## config.mk

```make
export PLATFORM = sky130hd
export DESIGN_NAME = utf8_token_splitter_case_fold
export DESIGN_NICKNAME = d
export VERILOG_FILES = /design/src/sv/utsc_pkg.sv /design/src/sv/utsc_front.sv /design/src/sv/utsc_queue.sv /design/src/sv/utsc_back.sv /design/src/sv/utf8_token_splitter_case_fold.sv
export SDC_FILE = /design/constraint.sdc
export NUM_CORES = 1
export LEC_CHECK = 0
export ABC_AREA = 1
export BUFFER_PORTS_ARGS = -buffer_cell sky130_fd_sc_hd__buf_2
export CAP_MARGIN = 20
export CORE_AREA = 2 2 138 140
export DETAILED_ROUTE_END_ITERATION = 16
export DIE_AREA = 0 0 140 142
export PLACE_DENSITY = 0.71
export SYNTH_ARGS = -nofsm -noshare
export SYNTH_HDL_FRONTEND = slang
export SYNTH_HIERARCHICAL = 1
export SYNTH_SLANG_ARGS = --single-unit
export TNS_END_PERCENT = 30
```

## constraint.sdc

```tcl
create_clock -name aclk -period 8.4 [get_ports aclk]
set_input_delay 1.26 -clock aclk [delete_from_list [all_inputs] [get_ports aclk]]
set_output_delay 1.26 -clock aclk [all_outputs]
set_load 0.03 [all_outputs]
```

## src/sv/utsc_pkg.sv

```systemverilog
// Shared types and constants for the UTF-8 token splitter with case folding.
// Holds the result bundle passed from the decoder front end to the output back end.
// No dependencies.
package utsc_pkg;

    // Code point limits used by the decoder.
    localparam logic [20:0] MAX_CP       = 21'h10FFFF;
    localparam logic [20:0] SURR_LO      = 21'h00D800;
    localparam logic [20:0] SURR_HI      = 21'h00DFFF;
    localparam logic [20:0] MIN_CP_LEN1  = 21'h000080;
    localparam logic [20:0] MIN_CP_LEN2  = 21'h000800;
    localparam logic [20:0] MIN_CP_LEN3  = 21'h010000;

    // Case folding and token range boundaries.
    localparam logic [20:0] CP_TIMES     = 21'h0000D7;
    localparam logic [20:0] CP_DIVIDE    = 21'h0000F7;
    localparam logic [20:0] CP_GREEK_GAP = 21'h0003A2;
    localparam logic [20:0] CP_DZ_LO     = 21'h0001C4;
    localparam logic [20:0] CP_DZ_HI     = 21'h0001CC;
    localparam logic [20:0] CP_CYR_LO    = 21'h000410;
    localparam logic [20:0] CP_CYR_HI    = 21'h00042F;
    localparam logic [20:0] CP_HANGUL_LO = 21'h00AC00;
    localparam logic [20:0] CP_HANGUL_HI = 21'h00D7AF;

    // Bundle queue geometry.
    localparam int QUEUE_DEPTH = 4;
    localparam int QUEUE_PTR_W = 2;
    localparam int QUEUE_CNT_W = 3;

    // All results caused by one input byte: an optional end marker before the
    // token bytes, up to three encoded bytes, and an optional end marker after.
    typedef struct packed {
        logic            pre_end;
        logic [1:0]      nbytes;
        logic [2:0][7:0] data;
        logic            post_end;
    } bundle_t;

    // Queue status seen by the producer and consumer sides.
    typedef struct packed {
        logic full;
        logic empty;
    } q_status_t;

endpackage

```

## src/sv/utsc_front.sv

```systemverilog
// Decoder front end: accepts raw bytes, decodes UTF-8, folds case and
// packs the results of each byte into one bundle. Depends on utsc_pkg.
module utsc_front (
    input  logic              aclk,
    input  logic              aresetn,
    input  logic              in_take,
    input  logic [7:0]        in_data,
    input  logic              in_end,
    output logic              push,
    output utsc_pkg::bundle_t push_data
);
    import utsc_pkg::*;

    logic [1:0]  rem_reg, rem_next;
    logic [1:0]  len_reg, len_next;
    logic [20:0] acc_reg, acc_next;
    logic        open_reg, open_next;
    bundle_t     bnd;

    // Token character ranges.
    function automatic logic is_tok(input logic [20:0] c);
        logic r;
        r = 1'b0;
        if (c < 21'h80) begin
            r = (c >= 21'h61 && c <= 21'h7A) || (c >= 21'h41 && c <= 21'h5A) ||
                (c >= 21'h30 && c <= 21'h39);
        end else if (c >= 21'hC0 && c <= 21'hFF) begin
            r = (c != CP_TIMES) && (c != CP_DIVIDE);
        end else begin
            r = (c >= 21'h0100 && c <= 21'h02FF) || (c >= 21'h0370 && c <= 21'h03FF) ||
                (c >= 21'h1F00 && c <= 21'h1FFF) || (c >= 21'h0400 && c <= 21'h04FF) ||
                (c >= 21'h0590 && c <= 21'h06FF) || (c >= 21'h0900 && c <= 21'h0DFF) ||
                (c >= 21'h3040 && c <= 21'h30FF) || (c >= 21'h3400 && c <= 21'h4DBF) ||
                (c >= 21'h4E00 && c <= 21'h9FFF) ||
                (c >= CP_HANGUL_LO && c <= CP_HANGUL_HI);
        end
        return r;
    endfunction

    // Case folding by range rules.
    function automatic logic [20:0] fold(input logic [20:0] c);
        logic [20:0] r;
        r = c;
        if (c >= 21'h41 && c <= 21'h5A) begin
            r = c + 21'h20;
        end else if (c >= 21'hC0 && c <= 21'hDE && c != CP_TIMES) begin
            r = c + 21'h20;
        end else if (c >= 21'h0100 && c <= 21'h017F && !c[0]) begin
            r = c + 21'h1;
        end else if (c >= 21'h0180 && c <= 21'h024F && !c[0] &&
                     (c < CP_DZ_LO || c > CP_DZ_HI)) begin
            r = c + 21'h1;
        end else if (c >= 21'h0391 && c <= 21'h03A9 && c != CP_GREEK_GAP) begin
            r = c + 21'h20;
        end else if (c >= CP_CYR_LO && c <= CP_CYR_HI) begin
            r = c + 21'h20;
        end
        return r;
    endfunction

    // Decode one byte against the current sequence state.
    always_comb begin
        logic        t;
        logic        do_cp;
        logic        do_lead;
        logic [20:0] c;
        logic [20:0] f;
        logic [20:0] min_cp;
        t        = open_reg;
        do_cp    = 1'b0;
        do_lead  = 1'b0;
        c        = 21'h0;
        f        = 21'h0;
        min_cp   = MIN_CP_LEN3;
        bnd      = '0;
        rem_next = rem_reg;
        len_next = len_reg;
        acc_next = acc_reg;

        case (len_reg)
            2'd1:    min_cp = MIN_CP_LEN1;
            2'd2:    min_cp = MIN_CP_LEN2;
            default: min_cp = MIN_CP_LEN3;
        endcase

        if (rem_reg != 2'd0) begin
            if (in_data[7:6] == 2'b10) begin
                acc_next = {acc_reg[14:0], in_data[5:0]};
                rem_next = rem_reg - 2'd1;
                if (rem_reg == 2'd1) begin
                    c = acc_next;
                    if (c < min_cp || (c >= SURR_LO && c <= SURR_HI) || c > MAX_CP) begin
                        bnd.pre_end = t;
                        t = 1'b0;
                    end else begin
                        do_cp = 1'b1;
                    end
                end
            end else begin
                // A broken sequence ends as a separator; the byte is a new lead.
                rem_next    = 2'd0;
                bnd.pre_end = t;
                t           = 1'b0;
                do_lead     = 1'b1;
            end
        end else begin
            do_lead = 1'b1;
        end

        // Lead byte classification.
        if (do_lead) begin
            if (!in_data[7]) begin
                c     = {13'h0, in_data};
                do_cp = 1'b1;
            end else if (in_data[7:5] == 3'b110) begin
                len_next = 2'd1;
                rem_next = 2'd1;
                acc_next = {16'h0, in_data[4:0]};
            end else if (in_data[7:4] == 4'b1110) begin
                len_next = 2'd2;
                rem_next = 2'd2;
                acc_next = {17'h0, in_data[3:0]};
            end else if (in_data[7:3] == 5'b11110) begin
                len_next = 2'd3;
                rem_next = 2'd3;
                acc_next = {18'h0, in_data[2:0]};
            end else begin
                if (t) begin
                    bnd.pre_end = 1'b1;
                end
                t = 1'b0;
            end
        end

        // Complete code point: fold and re-encode, or treat as a separator.
        if (do_cp) begin
            if (is_tok(c)) begin
                f = fold(c);
                if (f < 21'h80) begin
                    bnd.nbytes  = 2'd1;
                    bnd.data[0] = f[7:0];
                end else if (f < 21'h800) begin
                    bnd.nbytes  = 2'd2;
                    bnd.data[0] = {3'b110, f[10:6]};
                    bnd.data[1] = {2'b10, f[5:0]};
                end else begin
                    bnd.nbytes  = 2'd3;
                    bnd.data[0] = {4'b1110, f[15:12]};
                    bnd.data[1] = {2'b10, f[11:6]};
                    bnd.data[2] = {2'b10, f[5:0]};
                end
                t = 1'b1;
            end else begin
                if (t) begin
                    bnd.pre_end = 1'b1;
                end
                t = 1'b0;
            end
        end

        // End of text closes any open token and returns the decoder to idle.
        if (in_end) begin
            bnd.post_end = t;
            t            = 1'b0;
            rem_next     = 2'd0;
            len_next     = 2'd0;
            acc_next     = 21'h0;
        end

        open_next = t;
    end

    assign push_data = bnd;
    assign push      = in_take && (bnd.pre_end || (bnd.nbytes != 2'd0) || bnd.post_end);

    // Decoder state advances on every accepted transfer.
    always_ff @(posedge aclk) begin
        if (!aresetn) begin
            rem_reg  <= 2'd0;
            len_reg  <= 2'd0;
            acc_reg  <= 21'h0;
            open_reg <= 1'b0;
        end else if (in_take) begin
            rem_reg  <= rem_next;
            len_reg  <= len_next;
            acc_reg  <= acc_next;
            open_reg <= open_next;
        end
    end

endmodule

```

## src/sv/utsc_queue.sv

```systemverilog
// Short bundle queue between the decoder front end and the output back end.
// Depends on utsc_pkg.
module utsc_queue (
    input  logic                aclk,
    input  logic                aresetn,
    input  logic                push,
    input  utsc_pkg::bundle_t   push_data,
    input  logic                pop,
    output utsc_pkg::bundle_t   pop_data,
    output utsc_pkg::q_status_t status
);
    import utsc_pkg::*;

    bundle_t                  mem_reg [QUEUE_DEPTH];
    logic [QUEUE_PTR_W-1:0]   wr_ptr_reg;
    logic [QUEUE_PTR_W-1:0]   rd_ptr_reg;
    logic [QUEUE_CNT_W-1:0]   count_reg;

    assign status.full  = (count_reg == QUEUE_CNT_W'(QUEUE_DEPTH));
    assign status.empty = (count_reg == '0);
    assign pop_data     = mem_reg[rd_ptr_reg];

    // Entry storage.
    always_ff @(posedge aclk) begin
        if (push) begin
            mem_reg[wr_ptr_reg] <= push_data;
        end
    end

    // Pointers and fill count.
    always_ff @(posedge aclk) begin
        if (!aresetn) begin
            wr_ptr_reg <= '0;
            rd_ptr_reg <= '0;
            count_reg  <= '0;
        end else begin
            if (push) begin
                wr_ptr_reg <= wr_ptr_reg + 1'b1;
            end
            if (pop) begin
                rd_ptr_reg <= rd_ptr_reg + 1'b1;
            end
            case ({push, pop})
                2'b10:   count_reg <= count_reg + 1'b1;
                2'b01:   count_reg <= count_reg - 1'b1;
                default: count_reg <= count_reg;
            endcase
        end
    end

endmodule

```

## src/sv/utsc_back.sv

```systemverilog
// Output back end: takes bundles from the queue and sends their results one
// transfer at a time, marking the last result of each bundle. Depends on utsc_pkg.
module utsc_back (
    input  logic                aclk,
    input  logic                aresetn,
    input  utsc_pkg::bundle_t   pop_data,
    input  utsc_pkg::q_status_t status,
    output logic                pop,
    output logic [7:0]          m_out_byte,
    output logic                m_byte_valid,
    output logic                m_token_end,
    output logic                m_run_last,
    output logic                m_valid,
    input  logic                m_ready
);
    import utsc_pkg::*;

    logic [2:0][7:0] data_reg;
    logic            valid_reg;
    logic            pre_reg;
    logic            post_reg;
    logic [1:0]      left_reg;
    logic [1:0]      idx_reg;
    logic            xfer;
    logic            last;
    logic [7:0]      sel_data;

    // Pick the byte at the current position.
    always_comb begin
        case (idx_reg)
            2'd0:    sel_data = data_reg[0];
            2'd1:    sel_data = data_reg[1];
            2'd2:    sel_data = data_reg[2];
            default: sel_data = 8'h00;
        endcase
    end

    // Current result: leading marker, then bytes, then trailing marker.
    always_comb begin
        if (pre_reg) begin
            m_out_byte   = 8'h00;
            m_byte_valid = 1'b0;
            m_token_end  = 1'b1;
            last         = (left_reg == 2'd0) && !post_reg;
        end else if (left_reg != 2'd0) begin
            m_out_byte   = sel_data;
            m_byte_valid = 1'b1;
            m_token_end  = 1'b0;
            last         = (left_reg == 2'd1) && !post_reg;
        end else begin
            m_out_byte   = 8'h00;
            m_byte_valid = 1'b0;
            m_token_end  = 1'b1;
            last         = 1'b1;
        end
    end

    assign m_valid    = valid_reg;
    assign m_run_last = last;
    assign xfer       = valid_reg && m_ready;
    assign pop        = (!valid_reg || (xfer && last)) && !status.empty;

    // Bundle register and position within it.
    always_ff @(posedge aclk) begin
        if (!aresetn) begin
            valid_reg <= 1'b0;
            pre_reg   <= 1'b0;
            post_reg  <= 1'b0;
            left_reg  <= 2'd0;
            idx_reg   <= 2'd0;
        end else if (pop) begin
            valid_reg <= 1'b1;
            pre_reg   <= pop_data.pre_end;
            post_reg  <= pop_data.post_end;
            left_reg  <= pop_data.nbytes;
            idx_reg   <= 2'd0;
        end else if (xfer) begin
            if (last) begin
                valid_reg <= 1'b0;
            end else if (pre_reg) begin
                pre_reg <= 1'b0;
            end else if (left_reg != 2'd0) begin
                left_reg <= left_reg - 2'd1;
                idx_reg  <= idx_reg + 2'd1;
            end else begin
                post_reg <= 1'b0;
            end
        end
    end

    // Byte payload needs no reset.
    always_ff @(posedge aclk) begin
        if (pop) begin
            data_reg <= pop_data.data;
        end
    end

endmodule

```

## src/sv/utf8_token_splitter_case_fold.sv

```systemverilog
// Path: an accepted byte's bundle is written into the queue, then popped into the
// output bundle register, from which its first result is offered.
// Throughput: one input byte per cycle while the queue has room, which holds
// while each byte yields at most one result; the output sends one result per
// cycle while m_ready is high, and a four-entry bundle queue absorbs bursts.
// Reset: synchronous, active low; clears decoder state, queue and output stage.
module utf8_token_splitter_case_fold (
    input  logic       aclk,
    input  logic       aresetn,
    input  logic [7:0] s_in_byte,
    input  logic       s_text_end,
    input  logic       s_valid,
    output logic       s_ready,
    output logic [7:0] m_out_byte,
    output logic       m_byte_valid,
    output logic       m_token_end,
    output logic       m_run_last,
    output logic       m_valid,
    input  logic       m_ready
);
    import utsc_pkg::*;

    logic      push;
    logic      pop;
    bundle_t   push_data;
    bundle_t   pop_data;
    q_status_t status;

    // Input transfers are taken whenever the queue has room.
    assign s_ready = !status.full;

    utsc_front u_front (
        .aclk      (aclk),
        .aresetn   (aresetn),
        .in_take   (s_valid && s_ready),
        .in_data   (s_in_byte),
        .in_end    (s_text_end),
        .push      (push),
        .push_data (push_data)
    );

    utsc_queue u_queue (
        .aclk      (aclk),
        .aresetn   (aresetn),
        .push      (push),
        .push_data (push_data),
        .pop       (pop),
        .pop_data  (pop_data),
        .status    (status)
    );

    utsc_back u_back (
        .aclk         (aclk),
        .aresetn      (aresetn),
        .pop_data     (pop_data),
        .status       (status),
        .pop          (pop),
        .m_out_byte   (m_out_byte),
        .m_byte_valid (m_byte_valid),
        .m_token_end  (m_token_end),
        .m_run_last   (m_run_last),
        .m_valid      (m_valid),
        .m_ready      (m_ready)
    );

endmodule

```

=== Word level (Yosys, flattened, before mapping) ===
Memory sizes are Yosys's and may differ from the RTL's. A register that Yosys moved wholly into a read port is not among the register bits.
Index checks and enable logic that the tools add are counted.

* Memory bits (writable): 112
* Register bits: 64
* Word-level logic and storage cells: 277
* Output and inout bits: 13
* Memories kept: 1

* Muxes and demuxes: 110
* Order comparisons: 45
* Add/sub/neg operators: 9
* Equality and inequality tests: 19
* Bitwise gates (word level): 3
* Reduce and logical (&&, ||, !) cells: 75

{| class="wikitable"
|+ Memories
! memory !! words !! width !! rd ports !! clocked after memory_dff !! write ports !! RTL line !! RTL
|-
| u_queue.mem_reg || 4 || 28 || 1 || 1 || 1 || utsc_queue.sv:14 || <nowiki>bundle_t mem_reg [QUEUE_DEPTH];</nowiki>
|}

{| class="wikitable"
|+ Operator list
! kind !! number
|-
| 21-bit 2-to-1 mux || 21
|-
| 21-bit by 10-bit less-or-equal comparator with 1-bit output, second input constant || 4
|-
| 21-bit by 11-bit >= comparator with 1-bit output, second input constant || 3
|-
| 21-bit by 11-bit less-or-equal comparator with 1-bit output, second input constant || 3
|-
| 21-bit by 16-bit less-or-equal comparator with 1-bit output, second input constant || 3
|-
| 1-bit 2-to-1 mux || 56
|-
| 2-bit 2-to-1 mux || 22
|-
| 21-bit by 10-bit >= comparator with 1-bit output, second input constant || 2
|-
| 21-bit by 14-bit >= comparator with 1-bit output, second input constant || 2
|-
| 21-bit by 16-bit >= comparator with 1-bit output, second input constant || 2
|-
| 21-bit by 7-bit >= comparator with 1-bit output, second input constant || 2
|-
| 21-bit by 9-bit >= comparator with 1-bit output, second input constant || 2
|-
| 21-bit by 7-bit less-or-equal comparator with 1-bit output, second input constant || 2
|-
| 21-bit by 8-bit less-or-equal comparator with 1-bit output, second input constant || 2
|-
| 21-bit by 8-bit < comparator with 1-bit output, second input constant || 2
|-
| 21-bit by 8-bit != test with 1-bit output, second input constant || 2
|-
| 17-bit case mux with 2 select lines || 1
|-
| 1-bit logical AND || 33
|-
| 8-bit 2-to-1 mux || 4
|-
| 27-bit 2-to-1 mux || 1
|-
| 26-bit 2-to-1 mux || 1
|-
| 8-bit case mux with 3 select lines || 1
|-
| 21-bit by 1-bit adder with 21-bit output, second input constant || 1
|-
| 21-bit by 6-bit adder with 21-bit output, second input constant || 1
|-
| 40 further kinds || 88
|}

=== Logic depth before layout (Yosys ltp) ===
Gate-level depths: netlist (run 1).

* Depth after elaboration: 33
* Mapped depth: 37
* Mapped depth without buffers: 37

=== Modules after synthesis ===
Netlist (run 1), hierarchy kept.

{| class="wikitable"
|+ By module, submodules not included
! module !! seq. area each (um^2) !! cells each !! times used !! area an instance (um^2)
|-
| utsc_queue || 3543.4 || 328 || 1 || 4593.2
|-
| utsc_front || 400.4 || 726 || 1 || 3972.6
|-
| utsc_back || 860.8 || 139 || 1 || 1397.6
|-
| utf8_token_splitter_case_fold || 0.0 || 3 || 1 || 13.8
|}

=== Worst setup path before layout (run 1) ===
OpenSTA, ideal clock, no wires.

* Path kind: input to register
* From: input port s_in_byte[7]
* To: memory u_queue/mem_reg[0][0] (netlist name), enable pin
* Arrival time: 4.519 ns
* Cell stages on the path: 24
* Required time: 8.017 ns
* Slack: 3.498 ns
* Cell sequence: buf_4 nand4_4 nand2_4 inv_1 nor2_2 ha_1 nand2_1 inv_1 nand3_1 nor2_2 nand2_1 nor2_2 nand2_1 a21oi_1 nor2_1 nand4_1 nand2_1 nand2_1 nand3_2 a21oi_1 nor2_1 nor2_1 nand2_1 inv_1

{| class="wikitable"
|+ RTL lines
! item !! RTL line !! RTL
|-
| start: declaration || utf8_token_splitter_case_fold.sv:10 || <nowiki>input logic [7:0] s_in_byte,</nowiki>
|-
| end: declaration || utsc_queue.sv:14 ||
|}

==> metrics.md, run 1 <==
| Metric | Value |
|---|---|
| Final Setup Violations | `0` |
| H-tree depth | `4` |
| Commonest register cell after synthesis | `edfxtp_1` |
| Reg2Reg Setup Slack | `3.10 ns` |
| Crit. Startpoint | `s_in_byte[7]` |
| Worst Path Required | `8.75 ns` |
| Hold slack | `0.440 ns` |
| R2R Path Start | `u_front/rem_reg[0]$_SDFFE_PN0P_` |
| Failing checks | `design-rule violations` |
| Hold Buf Count CTS | `0` |
| CTS tree | `built` |
| Layout cells sized above 1 | `12.3%` |
| IO buf count | `25` |
| Hold Vio Cnt, Final | `0` |
| Ant diodes | `0` |
| CP max FO | `13` |
| Synth Warn # | `6` |
| Crit path kind | `primary input to register` |
| Post-CTS Setup Bufs | `0` |
| Asr flop ratio synth | `0%` |
| Clock buffer depth | `2` |
| # fillers | `1685` |
| Setup_tns | `0 ns` |
| GRT Total Usage | `27.3%` |
| F_max | `187 MHz` |
| Chip Width | `140 µm` |
| DR pass1 iterations | `11` |
| Post-synth top cells | `nand2_1 (257), nor2_1 (168), edfxtp_1 (136), inv_1 (124), nand3_1 (78)` |
| Pwr per Cell Area | `229 nW/µm²` |
| DRT antenna net count | `0` |
| Die Span Y | `142 µm` |
| Largest net degree at the start of global routing | `58` |
| Worst slack, placed | `2.65 ns` |
| Vias in the first global route | `7828` |
| Root Driver | `clkbuf_16` |
| Post-DP HPWL | `19600 µm` |
| Data arrival, critical path | `5.70 ns` |
| Worst Hold Class | `register to register` |
| Static Leakage | `0.00460 µW` |
| Synth Area per Inst | `8.34 µm²` |
| Max FFs per register | `112` |
| Worst setup SP type | `primary input` |
| Top-count cell post-synth | `nand2_1` |
| Max-cap viol count | `0` |
| Maximum VDD drop | `0.000140 V` |
| Clock latency on the worst-skew pair | `0.42 ns` |
| Final Critical Period | `5.35 ns` |
| Clock tree sinks | `172` |
| Worst Reg-to-Reg Cells | `29` |
| CP endpoint | `u_queue/count_reg[1]$_SDFFE_PN0P_` |
| Synth-to-Final Area Change | `8.20%` |
| Area leader, netlist | `edfxtp_1` |
| Nets | `1247` |
| Starting Density | `54.1%` |
| Top-Level Pins | `26` |
| Tot Pwr | `2470 µW` |
| Clock Skews | `0.0184 ns` |
| Final WL | `26500 µm` |
| Synth area leaders | `edfxtp_1 (41%), nand2_1 (9.7%), dfxtp_1 (7.2%)` |
| CTS buffer count | `17` |
| Drt initial violations | `792` |
| Status | `complete, but fails checks` |
| Core ar. | `18500 µm²` |
| CP endpoint kind | `register` |
| Unique masters post-synth | `53` |
| Placed cell area | `10200 µm²` |
| Drt wl/cell | `18.2 µm` |
| Period utilisation layout | `63.6%` |
| Least-Margin Pin Slew | `0.933 ns` |
| Synth Instances | `1196` |
| GPL Wtd Cong | `1.02` |
| Via count | `8361` |
| Max Slew Vio Count | `0` |
| Relative slew slack | `37.6%` |
| Die area | `19900 µm²` |
| Worst Setup Slack, final | `3.05 ns` |
| Reg2reg end | `u_queue/count_reg[1]$_SDFFE_PN0P_` |
| Cell Rows | `50` |
| Synth Cell Area | `9980 µm²` |
| Finished layout cell area | `10800 µm²` |
| Unrepaired setup endpoints after global routing | `no` |
| DR vias/cell | `5.74` |
| First-pass GRT wire length | `41800 µm` |
| Post_cts resized | `0` |
| DR DRC count | `2` |
| Synth Register Bits | `172` |
| Clock Pin Slew Worst Setup and Hold Paths | `0.06 ns` |
| Initial antenna violation count | `0` |
| Top cell type's share of synthesized area | `40.9%` |
| Seq/Total Area, Yosys | `48.2%` |
| GR Overflow Total | `0` |
| Number of flops mapped to enable cells by yosys | `136` |
==> cells by family after synthesis <==
logic type | Yosys count | share of synthesized area (%)
adders and majority gates | 25 | 3.21
DFF | 172 | 48.2
buffers and inverters | 186 | 7.99
other | 1 | 0.0376
xor gates and xnor gates | 5 | 0.439
AOI/OAI and AO/OA | 190 | 10.9
and+or+nand+nor | 617 | 29.3
==> power by group <==
| part | leakage (µW) | switching (µW) | total, µW | internal (µW) |
|---|---|---|---|---|
| clock | 0.000283 | 329 | 732 | 403 |
| combinational | 0.00270 | 462 | 642 | 180 |
| sequential | 0.00162 | 36.3 | 1100 | 1060 |
| total | 0.00460 | 827 | 2470 | 1640 |
==> layout by cell type (no fill, tap or decap), drive strengths merged, types with 32 or more instances in the layout <==
| master | n |
|---|---|
| nor2 | 187 |
| inv | 151 |
| buf | 32 |
| a21oi | 35 |
| dfxtp | 36 |
| nand2 | 284 |
| nand3 | 85 |
| edfxtp | 136 |
| o22ai | 32 |
| o21ai | 101 |
==> how the worst min path moves through the flow <==
stage / from / end / slack [ns] / cells after the start
2_1_floorplan: u_queue/rd_ptr_reg[1]$_SDFFE_PN0P_ / register / 0.41 / 1
3_3_place_gp: u_queue/rd_ptr_reg[1]$_SDFFE_PN0P_ / register / 0.43 / 1
3_5_place_dp: u_queue/rd_ptr_reg[1]$_SDFFE_PN0P_ / u_queue/rd_ptr_reg[1]$_SDFFE_PN0P_ / 0.43 / 1
4_1_cts: u_queue/rd_ptr_reg[1]$_SDFFE_PN0P_ / u_queue/rd_ptr_reg[1]$_SDFFE_PN0P_ / 0.44 / 1
5_1_grt: u_queue/rd_ptr_reg[1]$_SDFFE_PN0P_ / u_queue/rd_ptr_reg[1]$_SDFFE_PN0P_ / 0.47 / 1
6_report: u_queue/rd_ptr_reg[1]$_SDFFE_PN0P_ / u_queue/rd_ptr_reg[1]$_SDFFE_PN0P_ / 0.44 / 1
==> metal layers <==
metal  up-vias  track usage (%)  share of wire (%)
li1       4043                -                  -
met1      3919             35.0                 42
met2       334             46.2                 49
met3        65             4.04                6.1
met4         0             12.4                3.8
met5         -                0                  0
==> per-stage QoR <==
stage / instances / util [%]
floorplan: 1197 / -
global placement: 1423 / 55.3
detailed placement: 1424 / 55.5
CTS: 1456 / 58.5
global route: 1456 / 58.5
finish: 1456 / 58.5
==> worst max-delay path, stage by stage <==
cell     delay (ns)
buf_2          0.24
nand4_4        0.21
nand2_4        0.18
inv_1          0.08
nor2_2         0.23
ha_1           0.22
nand2_1        0.07
inv_1          0.06
nand3_1        0.16
nor2_2         0.20
nand2_1        0.12
nor2_2         0.17
nand2_1        0.08
a21oi_1        0.14
nor2_1         0.06
nand4_1        0.08
nand2_1        0.05
nand2_1        0.10
nand3_2        0.27
a21oi_1        0.41
nor2_1         0.07
nor2_1         0.22
inv_1          0.14
ha_1           0.23
inv_1          0.08
fa_1           0.41
a21oi_1        0.14
==> area by class of cell <==
cell class,count,area [µm²],area share (%)
Clock buffer,19,454,4.21
Clock inverter,13,104,0.962
Inverter,147,562,5.20
Multi-Input combinational cell,839,4380,40.6
Sequential cell,172,4810,44.5
Tap cell,234,293,2.71
Timing Repair Buffer,32,198,1.83
Note: power is estimated with default switching activity, not from simulation.
==> run 2, diff against run 1 <==
--- a/config.mk
+++ b/config.mk
@@ -5,12 +5,12 @@
 export SDC_FILE = /design/constraint.sdc
 export NUM_CORES = 1
 export LEC_CHECK = 0
-export ABC_AREA = 1
+export ABC_AREA = 0
 export BUFFER_PORTS_ARGS = -buffer_cell sky130_fd_sc_hd__buf_2
 export CAP_MARGIN = 20
-export CORE_AREA = 2 2 138 140
+export CORE_AREA = 2 2 135 137
 export DETAILED_ROUTE_END_ITERATION = 16
-export DIE_AREA = 0 0 140 142
+export DIE_AREA = 0 0 137 139
 export PLACE_DENSITY = 0.71
 export SYNTH_ARGS = -nofsm -noshare
 export SYNTH_HDL_FRONTEND = slang
==> constraint.sdc (replaced) <==
create_clock -name aclk -period 5.2 [get_ports aclk]
set_input_delay 0.78 -clock aclk [delete_from_list [all_inputs] [get_ports aclk]]
set_output_delay 0.78 -clock aclk [all_outputs]
set_load 0.03 [all_outputs]
==> run 2 against run 1 <==
Compared with the run above:
- the flow now finishes without violations
- first-iteration DRC count fell by 4.9%
- clock skew fell by 0.0031 ns
- worst setup slack got worse by 2.8 ns
- critical path type is now register to register
- largest cell class unchanged
==> metrics.md, run 2 <==
| Metric | Value |
|---|---|
| Max Slew Vio Count | `0 (unchanged)` |
| Relative slew slack | `34.6% (-3.0 points)` |
| Largest net degree at the start of global routing | `31 (-47%)` |
| Synth Area in Compound Gates | `14.9% (+4.1 points)` |
| Drt initial violations | `753 (-4.9%)` |
| Initial antenna violation count | `0 (unchanged)` |
| Synth-to-Final Area Change | `13.2%` |
| Synth Area per Inst | `11.3 µm² (+36%)` |
| Clock tree sinks | `172 (unchanged)` |
| Commonest non-fill, non-tap cell in the layout | `edfxtp_1` |
| Worst Hold Depth | `2 (+1)` |
| GR Overflow Total | `0 (unchanged)` |
| Cell Rows | `49 (-2.0%)` |
| Period utilisation layout | `95.3%` |
| Post-DP HPWL | `21600 µm (+10%)` |
| Largest family of logic cells by synthesized area | `simple AND/OR/NAND/NOR gates` |
| Clock Skews | `0.0153 ns (-0.00308 ns)` |
| Top-count cell post-synth | `edfxtp_1` |
| Final Non-Filler Cells | `1134 (-22%)` |
| Final WL | `29600 µm (+12%)` |
| Post_cts resized | `0 (unchanged)` |
| Asr flop ratio synth | `0% (unchanged)` |
| DR DRC count | `0 (-2)` |
| Synth area leaders | `edfxtp_1 (43%), dfxtp_1 (7.6%), mux4_2 (4.7%)` |
| Hold Vio Cnt, Final | `0 (unchanged)` |
| CTS tree | `built` |
| XOR/XNOR Fraction of Synth Area | `0.735% (+0.30 points)` |
| Core ar. | `17700 µm² (-4.3%)` |
| Hold slack | `0.504 ns (+0.0645 ns)` |
| CTS buffer count | `17 (unchanged)` |
| Simple-gate area share of the yosys netlist | `16.8% (-13 points)` |
| Area leader, netlist | `edfxtp_1` |
| CP endpoint kind | `register` |
| Layout cells sized above 1 | `19.3% (+7.1 points)` |
| Reg2Reg Setup Slack | `0.25 ns (-2.85 ns)` |
| Clock buffer depth | `2 (unchanged)` |
| Max FFs per register | `112 (unchanged)` |
| Seq/Total Area, Yosys | `50.4% (+2.2 points)` |
| Critical path's largest stage delay | `0.53 ns (+0.12 ns)` |
| Data arrival, critical path | `5.31 ns (-0.39 ns)` |
| Synth Cell Area | `9540 µm² (-4.4%)` |
| Commonest non-fill, non-tap cells in the layout | `edfxtp_1 (136), nor2_1 (67), buf_4 (64)` |
| Setup_tns | `0 ns (unchanged)` |
| IO buf count | `25 (unchanged)` |
| Post-CTS Setup Bufs | `0 (unchanged)` |
| Top-Level Pins | `26 (unchanged)` |
| DR vias/cell | `6.74 (+17%)` |
| Worst Hold Class | `register to register` |
| Post-synth top cells | `edfxtp_1 (136), nor2_1 (67), nand2_1 (57), inv_1 (38)` |
| Clock Pin Slew Worst Setup and Hold Paths | `0.07 ns (about the same)` |
| Max-cap viol count | `0 (unchanged)` |
| F_max | `202 MHz` |
| Starting Density | `54.0% (about the same)` |
| Pwr per Cell Area | `362 nW/µm² (+58%)` |
| Die Span Y | `139 µm (-2.1%)` |
| Synth Register Bits | `172 (unchanged)` |
| Post-synthesis mux area share | `8.75% (+8.7 points)` |
| Final Critical Period | `4.95 ns` |
| Unrepaired setup endpoints after global routing | `no` |
| Synth Instances | `842 (-30%)` |
| Top cell type's share of synthesized area | `42.8% (+1.9 points)` |
| Static Leakage | `0.00369 µW (-20%)` |
| Commonest register cell after synthesis | `edfxtp_1` |
| Die area | `19000 µm² (-4.2%)` |
| CP max FO | `3 (-10)` |
| Min-delay src | `u_front/len_reg[1]$_SDFFE_PN0P_` |
| Worst Reg-to-Reg Cells | `22 (-24%)` |
| Nets | `930 (-25%)` |
| GPL Wtd Cong | `1.00 (-1.5%)` |
| Unique masters post-synth | `98 (+85%)` |
| Worst Path Required | `5.55 ns (-3.20 ns)` |
| First-pass GRT wire length | `45000 µm (+7.5%)` |
| Reg2reg end | `u_queue/count_reg[2]$_SDFFE_PN0P_` |
| Number of flops mapped to enable cells by yosys | `136 (unchanged)` |
| Drt wl/cell | `26.1 µm (+43%)` |
| R2R Path Start | `u_front/rem_reg[0]$_SDFFE_PN0P_` |
| Slowest cell on crit path | `or4_1` |
| Status | `finished, final reports clean` |
| Crit-path cells | `inv_1, ha_1, or3b_1, nand2_1, nand2_1, inv_1, ha_1, nand2_1, or4_1, or4_1, a221oi_2, nor4_1, a21oi_1, a21oi_1, o21a_1, inv_1, ha_1, inv_1, fa_1, xor2_1, or3_1, a21boi_0` |
| H-tree depth | `4 (unchanged)` |
| Worst setup SP type | `register` |
| Clock latency on the worst-skew pair | `0.42 ns (about the same)` |
| Final Setup Violations | `0 (unchanged)` |
| Vias in the first global route | `7591 (-3.0%)` |
| Tot Pwr | `3910 µW (+58%)` |
| CP dominant cell by count | `inv_1` |
| Crit path kind | `register to register` |
| DRT antenna net count | `0 (unchanged)` |
| Least-Margin Pin Slew | `0.981 ns (+0.0481 ns)` |
| Root Driver | `clkbuf_16` |
| Synth Warn # | `6 (unchanged)` |
| Via count | `7644 (-8.6%)` |
| Adder-cell share of the synthesized area | `3.36% (+0.15 points)` |
| Chip Width | `137 µm (-2.1%)` |
| Hold EP | `u_front/len_reg[1]$_SDFFE_PN0P_` |
| DR pass1 iterations | `7 (-4)` |
| Maximum VDD drop | `0.000378 V (+170%)` |
| Placed cells | `1102 (-23%)` |
| GRT Total Usage | `31.9% (+4.7 points)` |
| Hold Buf Count CTS | `0 (unchanged)` |
| Ant diodes | `0 (unchanged)` |
[run 2: cell count changes in the layout (fill, tap and decap cells not counted), sizes merged, moves of 15 or more]
cell,previous run,this run
nand3,85,17
buf,32,94
inv,151,47
nor2b,0,20
nand2,284,57
o22ai,32,6
mux4,0,28
and2,0,15
o21ai,101,31
nor2,187,68
[run 2: worst max path at each step]
stage,start,endpoint,slack [ns],cells after the start
2_1_floorplan,s_in_byte[6],u_queue/mem_reg[1][0]$_DFFE_PP_,-0.18,18
3_3_place_gp,s_in_byte[6],u_queue/count_reg[2]$_SDFFE_PN0P_,0.14,21
3_5_place_dp,s_in_byte[6],u_queue/count_reg[2]$_SDFFE_PN0P_,0.09,21
4_1_cts,u_front/rem_reg[0]$_SDFFE_PN0P_,u_queue/count_reg[2]$_SDFFE_PN0P_,0.21,22
5_1_grt,u_front/rem_reg[0]$_SDFFE_PN0P_,u_queue/count_reg[2]$_SDFFE_PN0P_,0.002,22
6_report,u_front/rem_reg[0]$_SDFFE_PN0P_,u_queue/count_reg[2]$_SDFFE_PN0P_,0.25,22
[run 2: kinds of logic after synthesis]
logic type               after synthesis
adder cells (fa/ha/maj)               25
XOR/XNOR                               8
AO/OA/AOI/OAI                        195
multiplexers                          45
AND/OR/NAND/NOR                      293
buffers and inverters                103
flip-flops                           172
other                                  1
[run 2: critical path: cells and delay by family, from the launching register on]
family                     cells  cell delay, ns
and+or+nand+nor                8            2.10
AOI/OAI and AO/OA              5            1.01
xor gates and xnor gates       1            0.15
buffers and inverters          4            0.29
DFF                            1            0.37
adders and majority gates      4            0.95
[run 2: through the flow]
step	setup slack (ns)	cell area, µm²	utilization [%]
after global routing	0.00159	10800	61.1
after floorplan	-0.183	9550	-
after CTS	0.210	10800	61.1
after global placement	0.141	10200	57.8
final	0.246	10800	61.1
after detailed placement	0.0939	10200	57.8
[run 2: area by class of cell]
cell class / instances / area, µm²
Timing Repair Buffer: 94 / 706
Tap cell: 229 / 287
Clock inverter: 13 / 144
Multi-Input combinational cell: 568 / 4270
Sequential cell: 172 / 4810
Fill cell: 1410 / 6860
Inverter: 39 / 146
Clock buffer: 19 / 443
[run 2: power breakdown]
group	switching, µW	internal [µW]
clock	548	694
combinational	544	348
sequential	115	1660
[run 2: per-layer routing]
metal	global-route usage [%]	up-vias	share of wire (%)
met1	39.4	3745	39
met4	18.2	0	6.1
li1	-	3364	-
met3	5.77	113	6.1
met2	52.3	422	49
met5	0	-	0
